--- config.mk ---
export PLATFORM = sky130hd
export DESIGN_NAME = base64_stream_decoder_unit
export DESIGN_NICKNAME = d
export VERILOG_FILES = /design/src/rtl/b64d_pkg.sv /design/src/rtl/b64d_front.sv /design/src/rtl/b64d_queue.sv /design/src/rtl/b64d_back.sv /design/src/rtl/base64_stream_decoder_unit.sv
export SDC_FILE = /design/constraint.sdc
export NUM_CORES = 1
export LEC_CHECK = 0
export ABC_AREA = 1
export BUFFER_PORTS_ARGS = -buffer_cell sky130_fd_sc_hd__buf_2
export CAP_MARGIN = 20
export CORE_MARGIN = 1
export CORE_UTILIZATION = 65
export CTS_CLUSTER_DIAMETER = 150
export DETAILED_ROUTE_END_ITERATION = 8
export PLACE_DENSITY = 0.81
export SYNTH_ARGS = -nofsm -noshare
export SYNTH_HDL_FRONTEND = slang
export SYNTH_HIERARCHICAL = 1
export SYNTH_SLANG_ARGS = --single-unit
--- constraint.sdc ---
create_clock -name clk_i -period 9.6 [get_ports clk_i]
set_clock_uncertainty 0.1 [all_clocks]
set_input_delay 1.44 -clock clk_i [delete_from_list [all_inputs] [get_ports clk_i]]
set_output_delay 1.44 -clock clk_i [all_outputs]
set_load 0.02 [all_outputs]
--- src/rtl/b64d_pkg.sv ---
// Shared types and the character classifier for the base64 stream decoder.
// Used by every module of the decoder; depends on nothing.
package b64d_pkg;

  localparam int unsigned QueueDepth = 4;

  typedef struct packed {
    logic [7:0] char_code;
    logic       is_final;
  } in_word_t;

  typedef struct packed {
    logic [7:0] data_byte;
    logic       has_byte;
    logic       bad_char;
    logic       message_end;
    logic       run_end;
  } out_word_t;

  typedef enum logic [1:0] {
    ClsSym,
    ClsSpace,
    ClsPad,
    ClsBad
  } cls_kind_e;

  typedef struct packed {
    cls_kind_e  kind;
    logic [5:0] value;
  } cls_t;

  // One decoded run: up to three results sharing flags; bytes MSB first.
  typedef struct packed {
    logic [23:0] bytes;
    logic [1:0]  last_idx;
    logic        has_byte;
    logic        bad_char;
    logic        message_end;
  } job_t;

  function automatic cls_t classify(input logic [7:0] c);
    cls_t r;
    r.kind  = ClsBad;
    r.value = 6'd0;
    if (c inside {[8'h41:8'h5A]}) begin
      r.kind  = ClsSym;
      r.value = 6'(c - 8'h41);
    end else if (c inside {[8'h61:8'h7A]}) begin
      r.kind  = ClsSym;
      r.value = 6'(c - 8'h61 + 8'd26);
    end else if (c inside {[8'h30:8'h39]}) begin
      r.kind  = ClsSym;
      r.value = 6'(c - 8'h30 + 8'd52);
    end else if (c == 8'h2B) begin
      r.kind  = ClsSym;
      r.value = 6'd62;
    end else if (c == 8'h2F) begin
      r.kind  = ClsSym;
      r.value = 6'd63;
    end else if (c inside {8'h09, 8'h0A, 8'h0D}) begin
      r.kind = ClsSpace;
    end else if (c == 8'h3D) begin
      r.kind = ClsPad;
    end
    return r;
  endfunction

endpackage

--- src/rtl/b64d_front.sv ---
// Front end: classifies each character, keeps the symbol accumulator and
// message state, and emits one run descriptor per word that yields results. Uses b64d_pkg.
module b64d_front (
  input  logic                clk_i,
  input  logic                rst_ni,
  input  logic                accept_i,
  input  b64d_pkg::in_word_t  in_word_i,
  output logic                job_vld_o,
  output b64d_pkg::job_t      job_o
);

  logic [17:0] acc_q, acc_d;
  logic [1:0]  cnt_q, cnt_d;
  logic        pad_q, pad_d;
  logic        err_q, err_d;

  b64d_pkg::cls_t cls;
  b64d_pkg::job_t job;
  logic           job_vld;
  logic [17:0]    acc2;
  logic [1:0]     cnt2;
  logic           pad2, err2;

  always_comb begin
    cls     = b64d_pkg::classify(in_word_i.char_code);
    acc2    = acc_q;
    cnt2    = cnt_q;
    pad2    = pad_q;
    err2    = err_q;
    job     = '0;
    job_vld = 1'b0;

    if (!pad_q && !err_q) begin
      case (cls.kind)
        b64d_pkg::ClsBad: begin
          err2         = 1'b1;
          job_vld      = 1'b1;
          job.bad_char = 1'b1;
        end
        b64d_pkg::ClsPad: begin
          pad2 = 1'b1;
        end
        b64d_pkg::ClsSym: begin
          if (cnt_q == 2'd3) begin
            job_vld      = 1'b1;
            job.bytes    = {acc_q, cls.value};
            job.has_byte = 1'b1;
            job.last_idx = 2'd2;
            acc2         = '0;
            cnt2         = 2'd0;
          end else begin
            acc2 = {acc_q[11:0], cls.value};
            cnt2 = cnt_q + 2'd1;
          end
        end
        default: begin
        end
      endcase
    end

    // flush on the last character unless a run was already produced
    if (in_word_i.is_final && !job_vld) begin
      job_vld = 1'b1;
      if (!err2 && cnt2 == 2'd3) begin
        job.bytes    = {acc2[17:10], acc2[9:2], 8'h00};
        job.has_byte = 1'b1;
        job.last_idx = 2'd1;
      end else if (!err2 && cnt2 == 2'd2) begin
        job.bytes    = {acc2[11:4], 16'h0000};
        job.has_byte = 1'b1;
      end else begin
        job.bad_char = err2;
      end
    end
    job.message_end = in_word_i.is_final;

    if (in_word_i.is_final) begin
      acc_d = '0;
      cnt_d = 2'd0;
      pad_d = 1'b0;
      err_d = 1'b0;
    end else begin
      acc_d = acc2;
      cnt_d = cnt2;
      pad_d = pad2;
      err_d = err2;
    end
  end

  always_ff @(posedge clk_i or negedge rst_ni) begin
    if (!rst_ni) begin
      acc_q <= '0;
      cnt_q <= 2'd0;
      pad_q <= 1'b0;
      err_q <= 1'b0;
    end else if (accept_i) begin
      acc_q <= acc_d;
      cnt_q <= cnt_d;
      pad_q <= pad_d;
      err_q <= err_d;
    end
  end

  assign job_vld_o = accept_i && job_vld;
  assign job_o     = job;

endmodule

--- src/rtl/b64d_queue.sv ---
// Small FIFO of run descriptors between front and back end.
// Uses b64d_pkg for the descriptor type.
module b64d_queue #(
  parameter int unsigned Depth = b64d_pkg::QueueDepth
) (
  input  logic           clk_i,
  input  logic           rst_ni,
  input  logic           wr_i,
  input  b64d_pkg::job_t wr_data_i,
  input  logic           rd_i,
  output b64d_pkg::job_t rd_data_o,
  output logic           full_o,
  output logic           empty_o
);

  localparam int unsigned PtrW = (Depth > 1) ? $clog2(Depth) : 1;
  localparam int unsigned CntW = $clog2(Depth + 1);
  localparam logic [PtrW-1:0] LastPtr = PtrW'(Depth - 1);
  localparam logic [CntW-1:0] DepthCnt = CntW'(Depth);

  b64d_pkg::job_t  mem_q [Depth];
  logic [PtrW-1:0] wr_ptr_q, rd_ptr_q;
  logic [CntW-1:0] cnt_q;

  logic do_wr, do_rd;

  assign full_o    = (cnt_q == DepthCnt);
  assign empty_o   = (cnt_q == '0);
  assign do_wr     = wr_i && !full_o;
  assign do_rd     = rd_i && !empty_o;
  assign rd_data_o = mem_q[rd_ptr_q];

  always_ff @(posedge clk_i) begin
    if (do_wr) begin
      mem_q[wr_ptr_q] <= wr_data_i;
    end
  end

  always_ff @(posedge clk_i or negedge rst_ni) begin
    if (!rst_ni) begin
      wr_ptr_q <= '0;
      rd_ptr_q <= '0;
      cnt_q    <= '0;
    end else begin
      if (do_wr) begin
        wr_ptr_q <= (wr_ptr_q == LastPtr) ? '0 : wr_ptr_q + 1'b1;
      end
      if (do_rd) begin
        rd_ptr_q <= (rd_ptr_q == LastPtr) ? '0 : rd_ptr_q + 1'b1;
      end
      if (do_wr && !do_rd) begin
        cnt_q <= cnt_q + 1'b1;
      end else if (do_rd && !do_wr) begin
        cnt_q <= cnt_q - 1'b1;
      end
    end
  end

endmodule

--- src/rtl/b64d_back.sv ---
// Back end: walks the head run descriptor into an output register, one result
// per cycle while that register is empty or being popped. Uses b64d_pkg.
module b64d_back (
  input  logic                clk_i,
  input  logic                rst_ni,
  input  b64d_pkg::job_t      job_i,
  input  logic                job_empty_i,
  output logic                job_pop_o,
  input  logic                pop_i,
  output logic                empty_o,
  output b64d_pkg::out_word_t out_word_o
);

  b64d_pkg::out_word_t out_q, out_d;
  logic                vld_q;
  logic [1:0]          idx_q;
  logic                adv, last;
  logic [7:0]          sel_byte;

  always_comb begin
    case (idx_q)
      2'd0:    sel_byte = job_i.bytes[23:16];
      2'd1:    sel_byte = job_i.bytes[15:8];
      default: sel_byte = job_i.bytes[7:0];
    endcase
  end

  assign adv       = !vld_q || pop_i;
  assign last      = (idx_q == job_i.last_idx);
  assign job_pop_o = adv && !job_empty_i && last;

  always_comb begin
    out_d.data_byte   = sel_byte;
    out_d.has_byte    = job_i.has_byte;
    out_d.bad_char    = job_i.bad_char;
    out_d.message_end = job_i.message_end && last;
    out_d.run_end     = last;
  end

  always_ff @(posedge clk_i) begin
    if (adv && !job_empty_i) begin
      out_q <= out_d;
    end
  end

  always_ff @(posedge clk_i or negedge rst_ni) begin
    if (!rst_ni) begin
      vld_q <= 1'b0;
      idx_q <= 2'd0;
    end else if (adv) begin
      vld_q <= !job_empty_i;
      if (!job_empty_i) begin
        idx_q <= last ? 2'd0 : idx_q + 2'd1;
      end
    end
  end

  assign empty_o    = !vld_q;
  assign out_word_o = out_q;

endmodule

--- src/rtl/base64_stream_decoder_unit.sv ---
// Base64 stream decoder: one character word in per cycle while not full, decoded words out.
// Path: a character's run descriptor is queued in the FIFO, then its results are registered.
// Throughput: one character per cycle in while not full, one result per
// cycle out while popped; a full quad makes three results, walked out in turn,
// with a descriptor FIFO between classifier and serializer absorbing the burst.
// Reset (rst_ni low, async) clears decode state, FIFO and output valid.
module base64_stream_decoder_unit #(
  parameter int unsigned QueueDepth = b64d_pkg::QueueDepth
) (
  input  logic                clk_i,
  input  logic                rst_ni,
  input  logic                push,
  output logic                full,
  input  b64d_pkg::in_word_t  in_word_i,
  output logic                empty,
  input  logic                pop,
  output b64d_pkg::out_word_t out_word_o
);

  logic           accept;
  logic           job_wr, job_rd, job_empty;
  b64d_pkg::job_t job_in, job_head;

  assign accept = push && !full;

  b64d_front u_front (
    .clk_i     (clk_i),
    .rst_ni    (rst_ni),
    .accept_i  (accept),
    .in_word_i (in_word_i),
    .job_vld_o (job_wr),
    .job_o     (job_in)
  );

  b64d_queue #(
    .Depth (QueueDepth)
  ) u_queue (
    .clk_i     (clk_i),
    .rst_ni    (rst_ni),
    .wr_i      (job_wr),
    .wr_data_i (job_in),
    .rd_i      (job_rd),
    .rd_data_o (job_head),
    .full_o    (full),
    .empty_o   (job_empty)
  );

  b64d_back u_back (
    .clk_i       (clk_i),
    .rst_ni      (rst_ni),
    .job_i       (job_head),
    .job_empty_i (job_empty),
    .job_pop_o   (job_rd),
    .pop_i       (pop),
    .empty_o     (empty),
    .out_word_o  (out_word_o)
  );

endmodule

==> flow_metrics.tcl <==
set metrics [dict create \
    status "complete, no violations" \
    setup_viol 0 \
    path_clk_slew_ps 60 \
    synth-edff-count 128 \
    ys_warn_count 6 \
    grt_max_degree 63 \
    async_reset_ff_frac 0.2000 \
    slew_headroom 0.4283 \
    yosysSeqAreaShare 0.5715 \
    crit_path_start "in_word_i[3]" \
    worstHoldPathType "reg -> reg" \
    vias 5895 \
    r2r_slack_ps 6030 \
    critPathMaxStageDelay_ps 380 \
    first_pass_iters 6 \
    antenna_cells 0 \
    clkPwrFrac 0.272 \
    cp-start-kind "input port" \
    cts_resized 0 \
    wl_met3_mm 1.339 \
    vdd_drop_max_v 0.0001383 \
    synthFlopType "edfxtp_1" \
    tns_ps 0 \
    synth.distinct_cells 37 \
    seqPwrFrac 0.410 \
    cts_buffers 17 \
    die_w_um 113.8 \
    endpoint "u_queue/cnt_q[2]" \
    finalCritPeriodShare 0.5154 \
    min_path_cells 2 \
    final_common_cell "nand2_1" \
    timing.final.max_slew_violations 0 \
    root_buffer "clkbuf_16" \
    maxCapViolCount 0 \
    htreeDepth 4 \
    io_pins 27 \
    syn_avg_cell_area_um2 9.732 \
    post_cts_buffers 0 \
    drtIter0Drc 708 \
    syn_inst 835 \
    min_period_ps 4947 \
    clockBufferDepth 2 \
    wl_per_cell_um 17.40 \
    route.detailed.drc 0 \
    die_area_um2 12950 \
    die_h_um 113.8 \
    critPathSlowestCell "fa_1" \
    overflow 0 \
    syn_nets 870 \
    r2r_cells 15 \
    crit_type "in -> reg" \
    leakagePower_nw 3.840 \
    worstMarginPinSlew_ps 856.6 \
    rsz0062_at_grt "no" \
    arrival_ps 5160 \
    power_report.internal_total_w 0.001507 \
    io_buffer_count 26 \
    ys_ff_latch 160 \
    design_area_um2 8891 \
    cts_tree "done" \
    start_util 0.6710 \
    grt_antenna_before_repair 0 \
    power.density_nw_per_um2 267.6 \
    timing.critical_path.mode_cell "nand2_1" \
    register_area_um2 4648 \
    place.gp.congestion 0.9092 \
    drive_gt1_frac 0.1348 \
    met2_length_mm 8.915 \
    cts.sinks 160 \
    hold_viol 0 \
    holdBufCountCts 0 \
    synth_area_um2 8127 \
    r2r_end "u_queue/cnt_q[2]" \
    hpwl_mm 11.75 \
    multi_input_area_um2 2703 \
    grt_pass1_vias 5833 \
    wirelength_mm 18.03 \
    highest_layer "met4" \
    vias_per_cell 5.690 \
    r2r-start "u_queue/cnt_q[0]" \
    grt_pass1_wl_mm 28.92 \
    crit_required_ps 9810 \
    finalPower_w 0.002379 \
    power_switching_w 0.0008722 \
    rows 40 \
    antenna_left 0 \
    grt_usage 0.3013 \
    end_kind "register" \
    nFillCells 828 \
    placed_cell_area_um2 8322 \
    area_growth_pct 9.407 \
    critPathMaxFanout 8 \
    clk_latency_ps 420 \
    sw_frac_of_total 0.3666 \
    combPwrFrac 0.318 \
    nNetsFinal 890 \
    met1_length_mm 7.430 \
    core_um2 12110 \
    layout_common_cells "nand2_1, inv_1, edfxtp_1, o211ai_1, nand3_1" \
    fmax_mhz 202.1 \
]
## cell usage after synthesis (4+ instances only)
master,n,share of area
nand3_1,37,0.023
nand2_2,9,0.0069
inv_2,9,0.0042
o21ai_0,19,0.012
clkbuf_1,4,0.0018
buf_6,7,0.0097
nor2_1,36,0.017
o22ai_1,33,0.025
nor2_2,5,0.0038
a21oi_1,5,0.0031
inv_1,147,0.068
ha_1,21,0.032
buf_2,16,0.0099
o221ai_1,4,0.0043
dfrtp_1,32,0.099
edfxtp_1,128,0.47
o211ai_2,19,0.029
nand2_1,234,0.11
xor2_1,4,0.0043
buf_4,4,0.0037
o211ai_1,41,0.038
## kinds of logic (layout without fill, tap and decap cells)
family | Yosys count | count (layout) | share of synthesized area
xor+xnor | 5 | 5 | 0.005389
fa+ha+maj | 22 | 22 | 0.03480
compound gates | 131 | 131 | 0.1216
buf+inv | 187 | 220 | 0.09715
simple gates | 330 | 330 | 0.1695
flops | 160 | 160 | 0.5715
## power by group through the flow
stage	clock [W]	combinational [W]	sequential [W]
3_5_place_dp	0	0.000744	0.000988
2_1_floorplan	0	0.000562	0.000982
5_1_grt	0.000684	0.000838	0.000988
4_1_cts	0.000657	0.000751	0.000976
3_3_place_gp	0	0.000712	0.000981
6_report	0.000647	0.000756	0.000976
## sequential cells by signal, indices dropped and copies added (netlist names)
| register | cells |
|---|---|
| u_back/idx_q | 2 |
| u_queue/rd_ptr_q | 2 |
| u_back/vld_q | 1 |
| u_queue/wr_ptr_q | 2 |
| u_front/err_q | 1 |
| u_queue/mem_q | 116 |
| u_queue/cnt_q | 3 |
| u_front/acc_q | 18 |
| u_front/cnt_q | 2 |
| u_front/pad_q | 1 |
| u_back/out_word_o | 12 |
## how the worst min path moves through the flow
stage	start	end	slack, ps
after global routing	u_back/vld_q	u_back/vld_q	430
after detailed placement	u_back/vld_q	u_back/vld_q	380
after CTS	u_back/vld_q	u_back/vld_q	400
after floorplan	u_back/vld_q	u_back/vld_q	360
after global placement	u_back/vld_q	u_back/vld_q	370
final	u_back/vld_q	u_back/vld_q	400
## final cells by class
class	instances	area share
Sequential cell	160	0.5228
Multi-Input combinational cell	488	0.3040
Inverter	156	0.06586
Clock buffer	19	0.04869
Tap cell	168	0.02364
Timing Repair Buffer	32	0.01970
Clock inverter	13	0.01534
## per-stage QoR
stage / worst slack [ps] / utilization / std cells / hold slack, ps
after floorplan: 4326 / - / 835 / 359.9
after global placement: 4416 / 0.6871 / 1004 / 371.9
after detailed placement: 4256 / 0.6871 / 1004 / 382.6
after CTS: 4677 / 0.7341 / 1036 / 395.9
after global routing: 4212 / 0.7341 / 1036 / 431.2
final: 4653 / 0.7341 / 1036 / 397.3
## critical path, delay by kind of cell
family / cells / cell delay (ps)
adder cells (fa/ha/maj): 4 / 1000
buffers and inverters: 5 / 580
AO/OA/AOI/OAI: 2 / 430
AND/OR/NAND/NOR: 16 / 1700
## routing by layer
| layer | vias up | global-route usage |
|---|---|---|
| met3 | 38 | 0.06801 |
| met1 | 2790 | 0.3863 |
| met5 | - | 0 |
| met2 | 256 | 0.5069 |
| met4 | 0 | 0.1082 |
| li1 | 2811 | - |
Note: power is estimated with default switching activity, not from simulation.
